File: src/rtl/line_follow_pid_filtered_assert.svh
// Assertion macros for the line follower PID block
`ifndef LINE_FOLLOW_PID_FILTERED_ASSERT_SVH
`define LINE_FOLLOW_PID_FILTERED_ASSERT_SVH

// same-cycle implication
`define LFP_ASSERT_NOW(label, ante, cons, msg) \
  label: assert property (@(posedge clk) disable iff (!rst_n) (ante) |-> (cons)) \
    else $error(msg);

// next-cycle implication
`define LFP_ASSERT_NEXT(label, ante, cons, msg) \
  label: assert property (@(posedge clk) disable iff (!rst_n) (ante) |=> (cons)) \
    else $error(msg);

`endif

File: src/rtl/lfp_pkg.sv
// Shared types and constants for the line follower PID block
package lfp_pkg;

  localparam int unsigned CfgAddrW = 3;
  localparam int unsigned CfgDataW = 12;

  localparam logic [CfgAddrW-1:0] CFG_TARGET = 3'd0;
  localparam logic [CfgAddrW-1:0] CFG_GAIN_P = 3'd1;
  localparam logic [CfgAddrW-1:0] CFG_GAIN_I = 3'd2;
  localparam logic [CfgAddrW-1:0] CFG_GAIN_D = 3'd3;
  localparam logic [CfgAddrW-1:0] CFG_ALPHA  = 3'd4;

  localparam logic [7:0]  TARGET_RST = 8'd76;
  localparam logic [11:0] GAIN_P_RST = 12'd973;
  localparam logic [11:0] GAIN_I_RST = 12'd0;
  localparam logic [11:0] GAIN_D_RST = 12'd307;
  localparam logic [8:0]  ALPHA_RST  = 9'd51;

  typedef logic [3:0] op_t;

  localparam op_t OP_NONE = 4'd0;
  localparam op_t OP_LOAD = 4'd1;
  localparam op_t OP_P    = 4'd2;
  localparam op_t OP_I    = 4'd3;
  localparam op_t OP_D    = 4'd4;
  localparam op_t OP_RAW  = 4'd5;
  localparam op_t OP_FA   = 4'd6;
  localparam op_t OP_FB   = 4'd7;
  localparam op_t OP_OUT  = 4'd8;

  typedef struct packed {
    op_t op;
  } cmd_t;

  typedef struct packed {
    logic out_busy;
  } st_t;

endpackage

File: src/rtl/line_follow_pid_filtered.sv
// Top level of the line follower PID controller with output low-pass filter
//
// Input stream in_*: one line position per request (in_tdata[7:0]).
// Output stream out_*: one filtered steering correction per request,
// 16-bit two's complement in out_tdata[15:0].
// Configuration: cfg_we with cfg_addr selects target, P, I, D gain or
// filter alpha; write only while no request is in flight.
// Sequence: accepting a request loads it, then the controller steps through
// P, I, D, RAW, FA, FB and OUT; OUT waits for a free output register and
// loads the result into it. All five products of a request go through one
// shared 13x24 multiplier. A new request is taken only after OUT, and may be
// taken while that result still waits in the output register; if the receiver
// stalls, a second result stays in the accumulator until that register frees.
// Reset: settings return to their defaults, error sum, last error and last
// filtered value clear to zero, and the output stream goes idle.
module line_follow_pid_filtered
  import lfp_pkg::*;
(
  input  logic                clk,
  input  logic                rst_n,
  input  logic                cfg_we,
  input  logic [CfgAddrW-1:0] cfg_addr,
  input  logic [CfgDataW-1:0] cfg_wdata,
  input  logic                in_tvalid,
  output logic                in_tready,
  input  logic [7:0]          in_tdata,   // [7:0] sensed position
  output logic                out_tvalid,
  input  logic                out_tready,
  output logic [15:0]         out_tdata   // [15:0] drive_correction
);

`include "line_follow_pid_filtered_assert.svh"

  cmd_t cmd;
  st_t  st;

  lfp_ctrl u_ctrl (
    .clk       (clk),
    .rst_n     (rst_n),
    .in_tvalid (in_tvalid),
    .in_tready (in_tready),
    .st        (st),
    .cmd       (cmd)
  );

  lfp_dp u_dp (
    .clk        (clk),
    .rst_n      (rst_n),
    .cfg_we     (cfg_we),
    .cfg_addr   (cfg_addr),
    .cfg_wdata  (cfg_wdata),
    .in_pos     (in_tdata),
    .cmd        (cmd),
    .st         (st),
    .out_tvalid (out_tvalid),
    .out_tready (out_tready),
    .out_tdata  (out_tdata)
  );

  `LFP_ASSERT_NEXT(a_busy_after_accept, in_tvalid && in_tready, !in_tready, "accepted while busy")
  `LFP_ASSERT_NOW(a_steps_only_busy, cmd.op != OP_NONE && cmd.op != OP_LOAD, !in_tready, "step while idle")
  `LFP_ASSERT_NOW(a_load_is_accept, cmd.op == OP_LOAD, in_tvalid && in_tready, "load without request")
  `LFP_ASSERT_NEXT(a_out_after_commit, cmd.op == OP_OUT, out_tvalid, "result not presented")

endmodule

File: src/rtl/lfp_ctrl.sv
// Sequencer that steps one request through the shared multiplier
module lfp_ctrl
  import lfp_pkg::*;
(
  input  logic clk,
  input  logic rst_n,
  input  logic in_tvalid,
  output logic in_tready,
  input  st_t  st,
  output cmd_t cmd
);

  localparam logic [2:0] ST_IDLE = 3'd0;
  localparam logic [2:0] ST_P    = 3'd1;
  localparam logic [2:0] ST_I    = 3'd2;
  localparam logic [2:0] ST_D    = 3'd3;
  localparam logic [2:0] ST_RAW  = 3'd4;
  localparam logic [2:0] ST_FA   = 3'd5;
  localparam logic [2:0] ST_FB   = 3'd6;
  localparam logic [2:0] ST_OUT  = 3'd7;

  logic [2:0] state_r;
  logic [2:0] state_nxt;

  always_comb begin
    state_nxt = state_r;
    cmd.op    = OP_NONE;
    in_tready = 1'b0;
    case (state_r)
      ST_IDLE: begin
        in_tready = 1'b1;
        if (in_tvalid) begin
          cmd.op    = OP_LOAD;
          state_nxt = ST_P;
        end
      end
      ST_P: begin
        cmd.op    = OP_P;
        state_nxt = ST_I;
      end
      ST_I: begin
        cmd.op    = OP_I;
        state_nxt = ST_D;
      end
      ST_D: begin
        cmd.op    = OP_D;
        state_nxt = ST_RAW;
      end
      ST_RAW: begin
        cmd.op    = OP_RAW;
        state_nxt = ST_FA;
      end
      ST_FA: begin
        cmd.op    = OP_FA;
        state_nxt = ST_FB;
      end
      ST_FB: begin
        cmd.op    = OP_FB;
        state_nxt = ST_OUT;
      end
      ST_OUT: begin
        // hold until the output register is free
        if (!st.out_busy) begin
          cmd.op    = OP_OUT;
          state_nxt = ST_IDLE;
        end
      end
      default: begin
        state_nxt = ST_IDLE;
      end
    endcase
  end

  always_ff @(posedge clk) begin
    if (!rst_n) begin
      state_r <= ST_IDLE;
    end else begin
      state_r <= state_nxt;
    end
  end

endmodule

File: src/rtl/lfp_dp.sv
// Datapath: settings, controller state, shared multiplier and output register
module lfp_dp
  import lfp_pkg::*;
(
  input  logic                clk,
  input  logic                rst_n,
  input  logic                cfg_we,
  input  logic [CfgAddrW-1:0] cfg_addr,
  input  logic [CfgDataW-1:0] cfg_wdata,
  input  logic [7:0]          in_pos,
  input  cmd_t                cmd,
  output st_t                 st,
  output logic                out_tvalid,
  input  logic                out_tready,
  output logic [15:0]         out_tdata
);

  localparam logic [3:0] RAW_SHIFT  = 4'd9;
  localparam logic [3:0] FILT_SHIFT = 4'd8;

  logic [7:0]  target_r;
  logic [11:0] gain_p_r;
  logic [11:0] gain_i_r;
  logic [11:0] gain_d_r;
  logic [8:0]  alpha_r;

  logic signed [23:0] error_sum_r;
  logic signed [8:0]  prev_err_r;
  logic signed [15:0] prev_filt_r;
  logic signed [9:0]  diff_r;
  logic signed [38:0] acc_r;
  logic signed [15:0] raw_r;
  logic               out_valid_r;
  logic [15:0]        out_data_r;

  logic signed [8:0]  err_w;
  logic signed [24:0] sum_w;
  logic signed [23:0] sum_sat;
  logic signed [9:0]  diff_w;
  logic [8:0]         alpha_c;
  logic [8:0]         alpha_inv;
  logic signed [12:0] mul_a;
  logic signed [23:0] mul_b;
  logic signed [36:0] prod;
  logic signed [38:0] prod_x1;
  logic signed [38:0] prod_x2;
  logic signed [15:0] raw_w;
  logic signed [15:0] filt_w;

  function automatic logic signed [15:0] trunc_sat(input logic signed [38:0] v,
                                                   input logic [3:0] sh);
    logic signed [38:0] bias;
    logic signed [38:0] q;
    bias = v[38] ? ((39'sd1 <<< sh) - 39'sd1) : 39'sd0;
    q    = (v + bias) >>> sh;
    if (q > 39'sd32767) begin
      return 16'sh7FFF;
    end else if (q < -39'sd32768) begin
      return 16'sh8000;
    end else begin
      return q[15:0];
    end
  endfunction

  always_comb begin
    err_w  = $signed({1'b0, target_r}) - $signed({1'b0, in_pos});
    sum_w  = $signed({error_sum_r[23], error_sum_r}) + $signed({{16{err_w[8]}}, err_w});
    if (sum_w > 25'sd8388607) begin
      sum_sat = 24'sh7FFFFF;
    end else if (sum_w < -25'sd8388608) begin
      sum_sat = 24'sh800000;
    end else begin
      sum_sat = sum_w[23:0];
    end
    diff_w = $signed({err_w[8], err_w}) - $signed({prev_err_r[8], prev_err_r});
  end

  assign alpha_c   = (alpha_r > 9'd256) ? 9'd256 : alpha_r;
  assign alpha_inv = 9'd256 - alpha_c;

  always_comb begin
    mul_a = 13'sd0;
    mul_b = 24'sd0;
    case (cmd.op)
      OP_P: begin
        mul_a = $signed({1'b0, gain_p_r});
        mul_b = {{15{prev_err_r[8]}}, prev_err_r};
      end
      OP_I: begin
        mul_a = $signed({1'b0, gain_i_r});
        mul_b = error_sum_r;
      end
      OP_D: begin
        mul_a = $signed({1'b0, gain_d_r});
        mul_b = {{14{diff_r[9]}}, diff_r};
      end
      OP_FA: begin
        mul_a = $signed({4'd0, alpha_c});
        mul_b = {{8{raw_r[15]}}, raw_r};
      end
      OP_FB: begin
        mul_a = $signed({4'd0, alpha_inv});
        mul_b = {{8{prev_filt_r[15]}}, prev_filt_r};
      end
      default: begin
        mul_a = 13'sd0;
        mul_b = 24'sd0;
      end
    endcase
  end

  assign prod    = mul_a * mul_b;
  assign prod_x1 = {{2{prod[36]}}, prod};
  assign prod_x2 = {prod[36], prod, 1'b0};
  assign raw_w   = trunc_sat(acc_r, RAW_SHIFT);
  assign filt_w  = trunc_sat(acc_r, FILT_SHIFT);

  always_ff @(posedge clk) begin
    if (!rst_n) begin
      target_r <= TARGET_RST;
      gain_p_r <= GAIN_P_RST;
      gain_i_r <= GAIN_I_RST;
      gain_d_r <= GAIN_D_RST;
      alpha_r  <= ALPHA_RST;
    end else if (cfg_we) begin
      case (cfg_addr)
        CFG_TARGET: target_r <= cfg_wdata[7:0];
        CFG_GAIN_P: gain_p_r <= cfg_wdata;
        CFG_GAIN_I: gain_i_r <= cfg_wdata;
        CFG_GAIN_D: gain_d_r <= cfg_wdata;
        CFG_ALPHA:  alpha_r  <= cfg_wdata[8:0];
        default: begin
        end
      endcase
    end
  end

  always_ff @(posedge clk) begin
    if (!rst_n) begin
      error_sum_r <= 24'sd0;
      prev_err_r  <= 9'sd0;
      prev_filt_r <= 16'sd0;
      out_valid_r <= 1'b0;
    end else begin
      if (out_tready) begin
        out_valid_r <= 1'b0;
      end
      case (cmd.op)
        OP_LOAD: begin
          error_sum_r <= sum_sat;
          prev_err_r  <= err_w;
        end
        OP_OUT: begin
          prev_filt_r <= filt_w;
          out_valid_r <= 1'b1;
        end
        default: begin
        end
      endcase
    end
  end

  always_ff @(posedge clk) begin
    case (cmd.op)
      OP_LOAD: diff_r     <= diff_w;
      OP_P:    acc_r      <= prod_x2;
      OP_I:    acc_r      <= acc_r + prod_x1;
      OP_D:    acc_r      <= acc_r + prod_x2;
      OP_RAW:  raw_r      <= raw_w;
      OP_FA:   acc_r      <= prod_x1;
      OP_FB:   acc_r      <= acc_r + prod_x1;
      OP_OUT:  out_data_r <= filt_w;
      default: begin
      end
    endcase
  end

  assign st.out_busy = out_valid_r & ~out_tready;
  assign out_tvalid  = out_valid_r;
  assign out_tdata   = out_data_r;

endmodule
File: config.mk
export PLATFORM = sky130hd
export DESIGN_NAME = line_follow_pid_filtered
export DESIGN_NICKNAME = d
export VERILOG_FILES = /design/src/rtl/lfp_pkg.sv /design/src/rtl/line_follow_pid_filtered.sv /design/src/rtl/lfp_ctrl.sv /design/src/rtl/lfp_dp.sv
export VERILOG_INCLUDE_DIRS = /design/src /design/src/rtl
export SDC_FILE = /design/constraint.sdc
export NUM_CORES = 1
export LEC_CHECK = 0
export BUFFER_PORTS_ARGS = -buffer_cell sky130_fd_sc_hd__buf_2
export CORE_ASPECT_RATIO = 0.5
export CORE_MARGIN = 4
export CORE_UTILIZATION = 35
export DETAILED_ROUTE_END_ITERATION = 8
export PLACE_DENSITY_LB_ADDON = 0.1
export SYNTH_ARGS = -nofsm -noshare
export SYNTH_HDL_FRONTEND = slang
export SYNTH_SLANG_ARGS = --single-unit
File: constraint.sdc
create_clock -name clk -period 26.1 [get_ports clk]
set_input_delay 5.22 -clock clk [delete_from_list [all_inputs] [get_ports clk]]
set_output_delay 5.22 -clock clk [all_outputs]
set_load 0.05 [all_outputs]
==> metrics.yaml, run 1 <==
status:
  status: "finished clean"
sta:
  period_needed_ps: 11900
  hold_ws_ps: 465
  fin_ws_ps: 14200
  hold_viol: 0
  worst_slew_pin_slew_ps: 1140
  skew_ps: 16.7
  relSlewSlack_pct: 24.1
  rsz0062_at_grt: "no"
  drv_slew: 0
  fmax_ghz: 0.0840
  finalCritPeriodShare_pct: 45.6
  finalSetupViolations: 0
  fin_setup_tns_ps: 0
clocking:
  cts_resized: 0
  clock_sinks: 187
  cts_root_buf: "clkbuf_16"
  clk_pin_slew_worst_paths_ps: 80
  clkLatencyLatePin_ps: 490
  cts_tree: "done"
  cts_buffers: 17
  hold_buffers: 0
  cts_max_level: 4
  cts_buffer_depth: 2
  post_cts_buffers: 0
grt:
  antenna_found_initial: 2
  grt_overflow: 0
  grt_pass1_vias: 22900
  grt_max_degree: 108
  grtUsageTotal_pct: 22.9
  grt_pass1_wl_um: 142000
power_and_ir_drop:
  pwr-share-seq_pct: 25.2
  power_switching_uw: 793
  leakage_uw: 0.0126
  p_comb_share_pct: 58.4
  sw_frac_of_total_pct: 48.7
  clkPwrFrac_pct: 16.4
  ir_drop_mv: 0.0540
  power_density_nw_per_um2: 57.5
  p_int_uw: 837
floorplan:
  die_y_um: 202
  io_pins: 46
  fp.dieW_um: 397
  initial_core_util_pct: 35.8
  die_area_um2: 80300
  core_um2: 73900
  row_count: 70
setup_path:
  crit_family: "compound AO/OA/AOI/OAI gates"
  startpoint: "u_ctrl.state_r[2]"
  r2r_slack_ps: 14200
  cp_max_fo: 33
  endpoint_kind: "flip-flop"
  reg2reg_to: "u_dp.acc_r[38]"
  reg2regPathDepth: 35
  critPathMaxStageDelay_ps: 900
  path_buf_inv: 6
  r2r-start: "u_ctrl.state_r[2]"
  arrival_ps: 12120
  cp.required_ps: 26320
  cpMaxStageDelayCell: "a221o_1"
  path_class: "reg2reg"
  startpoint_type: "flip-flop"
detailed_routing:
  routed_wirelength_um: 92100
  drc_errors: 0
  ant_nets: 0
  vias: 23500
  detail_route.vias_per_cell: 5.52
  wl_per_cell_um: 21.7
  drtIter0Drc: 1977
  drt_pass1_iterations: 5
synthesis:
  syn_area_per_cell_um2: 8.10
  synth-edff-count: 81
  synth_nets: 3762
  synth_top_area_share_pct: 19.9
  yosysWarningCount: 0
  syn_inst: 3264
  synth_cell_type_count: 91
  synthTopCellsByArea: "fa_1 (20%), ha_1 (9.8%), edfxtp_1 (9.2%), dfxtp_1 (8.0%), nand2_1 (6.0%)"
  synth.most_common_cell: "nand2_1"
  async_reset_ff_share_pct: 0
  synthTopCellsByCount: "nand2_1 (420), inv_1 (415), nor2_1 (277)"
  ys_ff_latch: 187
  synth_ff_type: "dfxtp_1"
  synth_top_area_cell: "fa_1"
  synth_area_um2: 26500
  synth-seq-area-share_pct: 17.2
place:
  dp_hpwl_um: 73600
  place.gp.congestion: 0.966
  post-place-ws_ps: 14400
  port_buffers: 45
cells_and_area:
  area_growth_pct: 7.13
  fillCellCount: 7690
  finalNetCount: 3724
  seq_area_um2: 4560
  antenna_cells: 0
  multi_input_area_um2: 19800
  drive_gt1_share_pct: 6.24
min_path:
  min-delay-start: "u_dp.gain_d_r[0]"
  min_to: "u_dp.gain_d_r[0]"
  hp-class: "reg2reg"
  whs_path_depth: 2
flow_run:
  maxCapViolations: 0
per-stage QoR:
stage,instances,area [um^2],total power [uW],util [%]
CTS,4247,28300,1630,38.3
global route,4247,28300,1750,38.3
finish,4247,28300,1630,38.3
floorplan,3264,26500,1070,-
detailed placement,4215,27800,1350,37.6
global placement,4215,27800,1350,37.6
power by group through the flow:
stage / Clock (uW) / Sequential [uW] / Combinational (uW)
2_1_floorplan: 0 / 378 / 689
3_3_place_gp: 0 / 416 / 938
6_report: 268 / 411 / 951
5_1_grt: 286 / 413 / 1050
3_5_place_dp: 0 / 416 / 931
4_1_cts: 277 / 409 / 939
placed cells by master, fill, tap and decap left out, types with 19 or more instances in the layout:
cell        n
nor3_1     39
a211oi_1   32
o21ai_0   158
and3_1     32
a31oi_1    21
buf_4      45
xnor2_1    89
xor2_1     70
o21a_1     40
nand4_1    26
or2_2      22
inv_1     414
a21boi_0   44
ha_1      207
nand2b_1   25
buf_2      45
o21bai_1   19
dfxtp_1   103
nand3_1    69
o22ai_1    28
nor2_1    272
edfxtp_1   81
o31a_1     25
a21oi_1   212
a221oi_1   26
nand2_1   420
a21o_1     73
nor2b_1    21
fa_1      263
maj3_1     19
mux2i_1    21
cell families after synthesis:
kind of cell,share of synthesized area (%)
adders and majority gates,30.4
muxes,1.01
xor gates and xnor gates,5.26
and+or+nand+nor,16.7
buffers and inverters,8.11
AOI/OAI and AO/OA,21.2
DFF,17.2
how the worst max path moves through the flow:
| stage | end | slack [ps] | cells after the start |
|---|---|---|---|
| 2_1_floorplan | u_dp.error_sum_r[15] | 16050 | 22 |
| 3_3_place_gp | u_dp.acc_r[26] | 14510 | 32 |
| 3_5_place_dp | u_dp.acc_r[38] | 14400 | 35 |
| 4_1_cts | u_dp.acc_r[38] | 14320 | 35 |
| 5_1_grt | u_dp.acc_r[38] | 13260 | 35 |
| 6_report | u_dp.acc_r[38] | 14200 | 35 |
registers in the layout (all words and copies together), names as in the netlist:
signal	flops
u_dp.gain_p_r	12
u_dp.gain_i_r	12
u_dp.diff_r	10
u_ctrl.state_r	3
u_dp.out_tdata	16
u_dp.out_tvalid	1
u_dp.acc_r	39
u_dp.error_sum_r	24
u_dp.gain_d_r	12
u_dp.prev_err_r	9
u_dp.raw_r	16
u_dp.alpha_r	9
u_dp.target_r	8
u_dp.prev_filt_r	16
worst min-delay path, stage by stage, from the launching register on:
cell,delay [ps]
dfxtp_1,330
nand2_1,50
nand3_1,60
cell type report:
type	count	share of cell area, %
clock inverters	13	0.455
repair buffers	90	1.99
inverters	417	5.52
multi-input cells	2513	70.0
flip-flops and latches	187	16.1
clock buffers	19	1.53
well taps	1008	4.45
per-layer routing:
metal / global-route usage (%) / wire (um) / up-vias / part of all wire, %
li1: - / - / 11100 / -
met1: 34.1 / 44800 / 11500 / 49
met3: 6.51 / 8310 / 89 / 9.0
met4: 5.15 / 1720 / 2 / 1.9
met5: 0 / 13 / - / 0.014
met2: 32.5 / 37200 / 753 / 40
Note: power is estimated with default switching activity, not from simulation.
==> inputs of run 2 (changes only) <==
- clock period: 26.1 -> 9.6 ns (I/O delays scaled with it)
==> run 2 against run 1 <==
Effect of this change: wire length increased by 2.1%; largest cell class unchanged; design area up 8.2%; register-to-register slack worse by 14000 ps; clock skew rose by 2.8 ps; critical path type unchanged; first-iteration DRC count fell by 2.0%; flip-flop and latch count unchanged; non-clock buffer count is 249 higher.
==> metrics.yaml, run 2 (synthesis results as in run 1) <==
clocking:
  cts_tree: "done"
  cts_buffers: 17
  cts_buffer_depth: 2
  clock_sinks: 187
  cts_max_level: 4
  hold_buffers: 0
  clk_pin_slew_worst_paths_ps: 70
  clkLatencyLatePin_ps: 500
  cts_root_buf: "clkbuf_16"
min_path:
  min-delay-start: "u_dp.gain_p_r[9]"
  whs_path_depth: 2
  min_to: "u_dp.gain_p_r[9]"
  hp-class: "reg2reg"
detailed_routing:
  vias: 24300
  drtIter0Drc: 1938
  detail_route.vias_per_cell: 5.40
  routed_wirelength_um: 94000
  wl_per_cell_um: 20.9
  ant_nets: 0
  drc_errors: 0
  drt_pass1_iterations: 6
sta:
  finalSetupViolations: 0
  worst_slew_pin_slew_ps: 1180
  drv_slew: 0
  relSlewSlack_pct: 20.0
  fin_ws_ps: 374
  skew_ps: 19.6
  hold_viol: 0
  rsz0062_at_grt: "yes"
  fmax_ghz: 0.108
  hold_ws_ps: 464
  finalCritPeriodShare_pct: 96.1
  period_needed_ps: 9230
grt:
  antenna_found_initial: 1
  grt_overflow: 0
  grt_max_degree: 108
  grtUsageTotal_pct: 23.4
  grt_pass1_wl_um: 146000
  grt_pass1_vias: 24100
cells_and_area:
  regMostFlops: "u_dp.acc_r"
  largest_register_ffs: 39
  final_cell_area_um2: 30700
  layout_commonest_cell: "nand2_1"
  fillCellCount: 7585
  post-route-util_pct: 41.5
  final_cells: 4498
  layout_common_cells: "nand2_1 (416), inv_1 (413), buf_4 (280)"
  finalNetCount: 3974
  top_regs: "u_dp.acc_r: 39 flops, u_dp.error_sum_r: 24 flops"
  drive_gt1_share_pct: 14.5
  multi_input_area_um2: 20100
  seq_area_um2: 4560
  area_growth_pct: 15.9
setup_path:
  cp.required_ps: 9820
  cpMaxStageDelayCell: "fa_1"
  r2r-start: "u_ctrl.state_r[2]"
  critPathMaxStageDelay_ps: 650
  cp_max_fo: 9
  path_buf_inv: 10
  crit_family: "adder cells"
  startpoint_type: "flip-flop"
  path_class: "reg2reg"
  endpoint_kind: "flip-flop"
  reg2reg_to: "u_dp.acc_r[35]"
  arrival_ps: 9450
  reg2regPathDepth: 35
  r2r_slack_ps: 370
place:
  dp_hpwl_um: 75200
  place_inst: 4453
  place.gp.congestion: 0.884
  port_buffers: 45
  place_area_um2: 29700
  post-place-ws_ps: 168
floorplan:
  fp.dieW_um: 397
  io_pins: 46
  core_um2: 73900
  die_y_um: 202
  die_area_um2: 80300
  initial_core_util_pct: 35.8
  row_count: 70
power_and_ir_drop:
  power_density_nw_per_um2: 156
  leakage_uw: 0.0140
  ir_drop_mv: 0.139
status:
  status: "finished clean"
flow_run:
  maxCapViolations: 0
[run 2: cell count changes in the layout (fill, tap and decap cells not counted), sizes merged]
cell      before  now
buf           90  338
clkinvlp       0    4
inv          423  419
bufinv         1    2
clkbuf        19   20
clkinv         6    5
diode          0    1
nor2         279  280
[run 2: stage by stage]
step | total power, uW | setup TNS (ps)
after floorplan | 2900 | 0
after global placement | 3980 | 0
after detailed placement | 3970 | 0
after CTS | 4750 | 0
after global routing | 5160 | -115
final | 4800 | 0
[run 2: per-layer routing]
layer	part of all wire, %	track usage [%]	wire length (um)
met5	0	0	0
met1	50	35.6	46900
met4	1.7	4.53	1550
met2	40	33.2	38000
met3	8.0	5.81	7560
[run 2: timing repair]
| item | 4_1_cts | 5_1_grt |
|---|---|---|
| buffers inserted | 0 | 10 |
| setup endpoints to repair | 0 | 14 |
| resized for setup | 0 | 69 |
[run 2: area by class of cell]
class                      count  area share, %
multi-input combinational   2514           65.5
clock inverter                13          0.449
timing repair buffer         339           8.47
inverter                     417           5.14
antenna                        1        0.00816
clock buffer                  19           1.42
tap                         1008           4.11
sequential                   187           14.9
[run 2: where the power goes]
group | leakage, uW | internal, uW | switching [uW]
clock | 0.000286 | 388 | 363
combinational | 0.0121 | 1250 | 1680
sequential | 0.00163 | 949 | 172
total | 0.0140 | 2580 | 2210
[run 2: worst max-delay path by stage]
stage / from / end / depth (start not counted)
final: u_ctrl.state_r[2] / u_dp.acc_r[35] / 35
after global routing: u_ctrl.state_r[1] / u_dp.acc_r[38] / 40
after CTS: u_ctrl.state_r[1] / u_dp.acc_r[37] / 35
after detailed placement: u_ctrl.state_r[1] / u_dp.acc_r[37] / 35
after global placement: u_ctrl.state_r[2] / u_dp.acc_r[37] / 34
after floorplan: u_ctrl.state_r[0] / u_dp.acc_r[37] / 38
[run 2: worst reg2reg max path: cells and delay by family, from the launching register on]
| family | cells | cell delay, ps |
|---|---|---|
| and+or+nand+nor | 5 | 1240 |
| adders and majority gates | 7 | 3320 |
| DFF | 1 | 390 |
| xor gates and xnor gates | 2 | 580 |
| AOI/OAI and AO/OA | 11 | 2100 |
| buffers and inverters | 10 | 1350 |
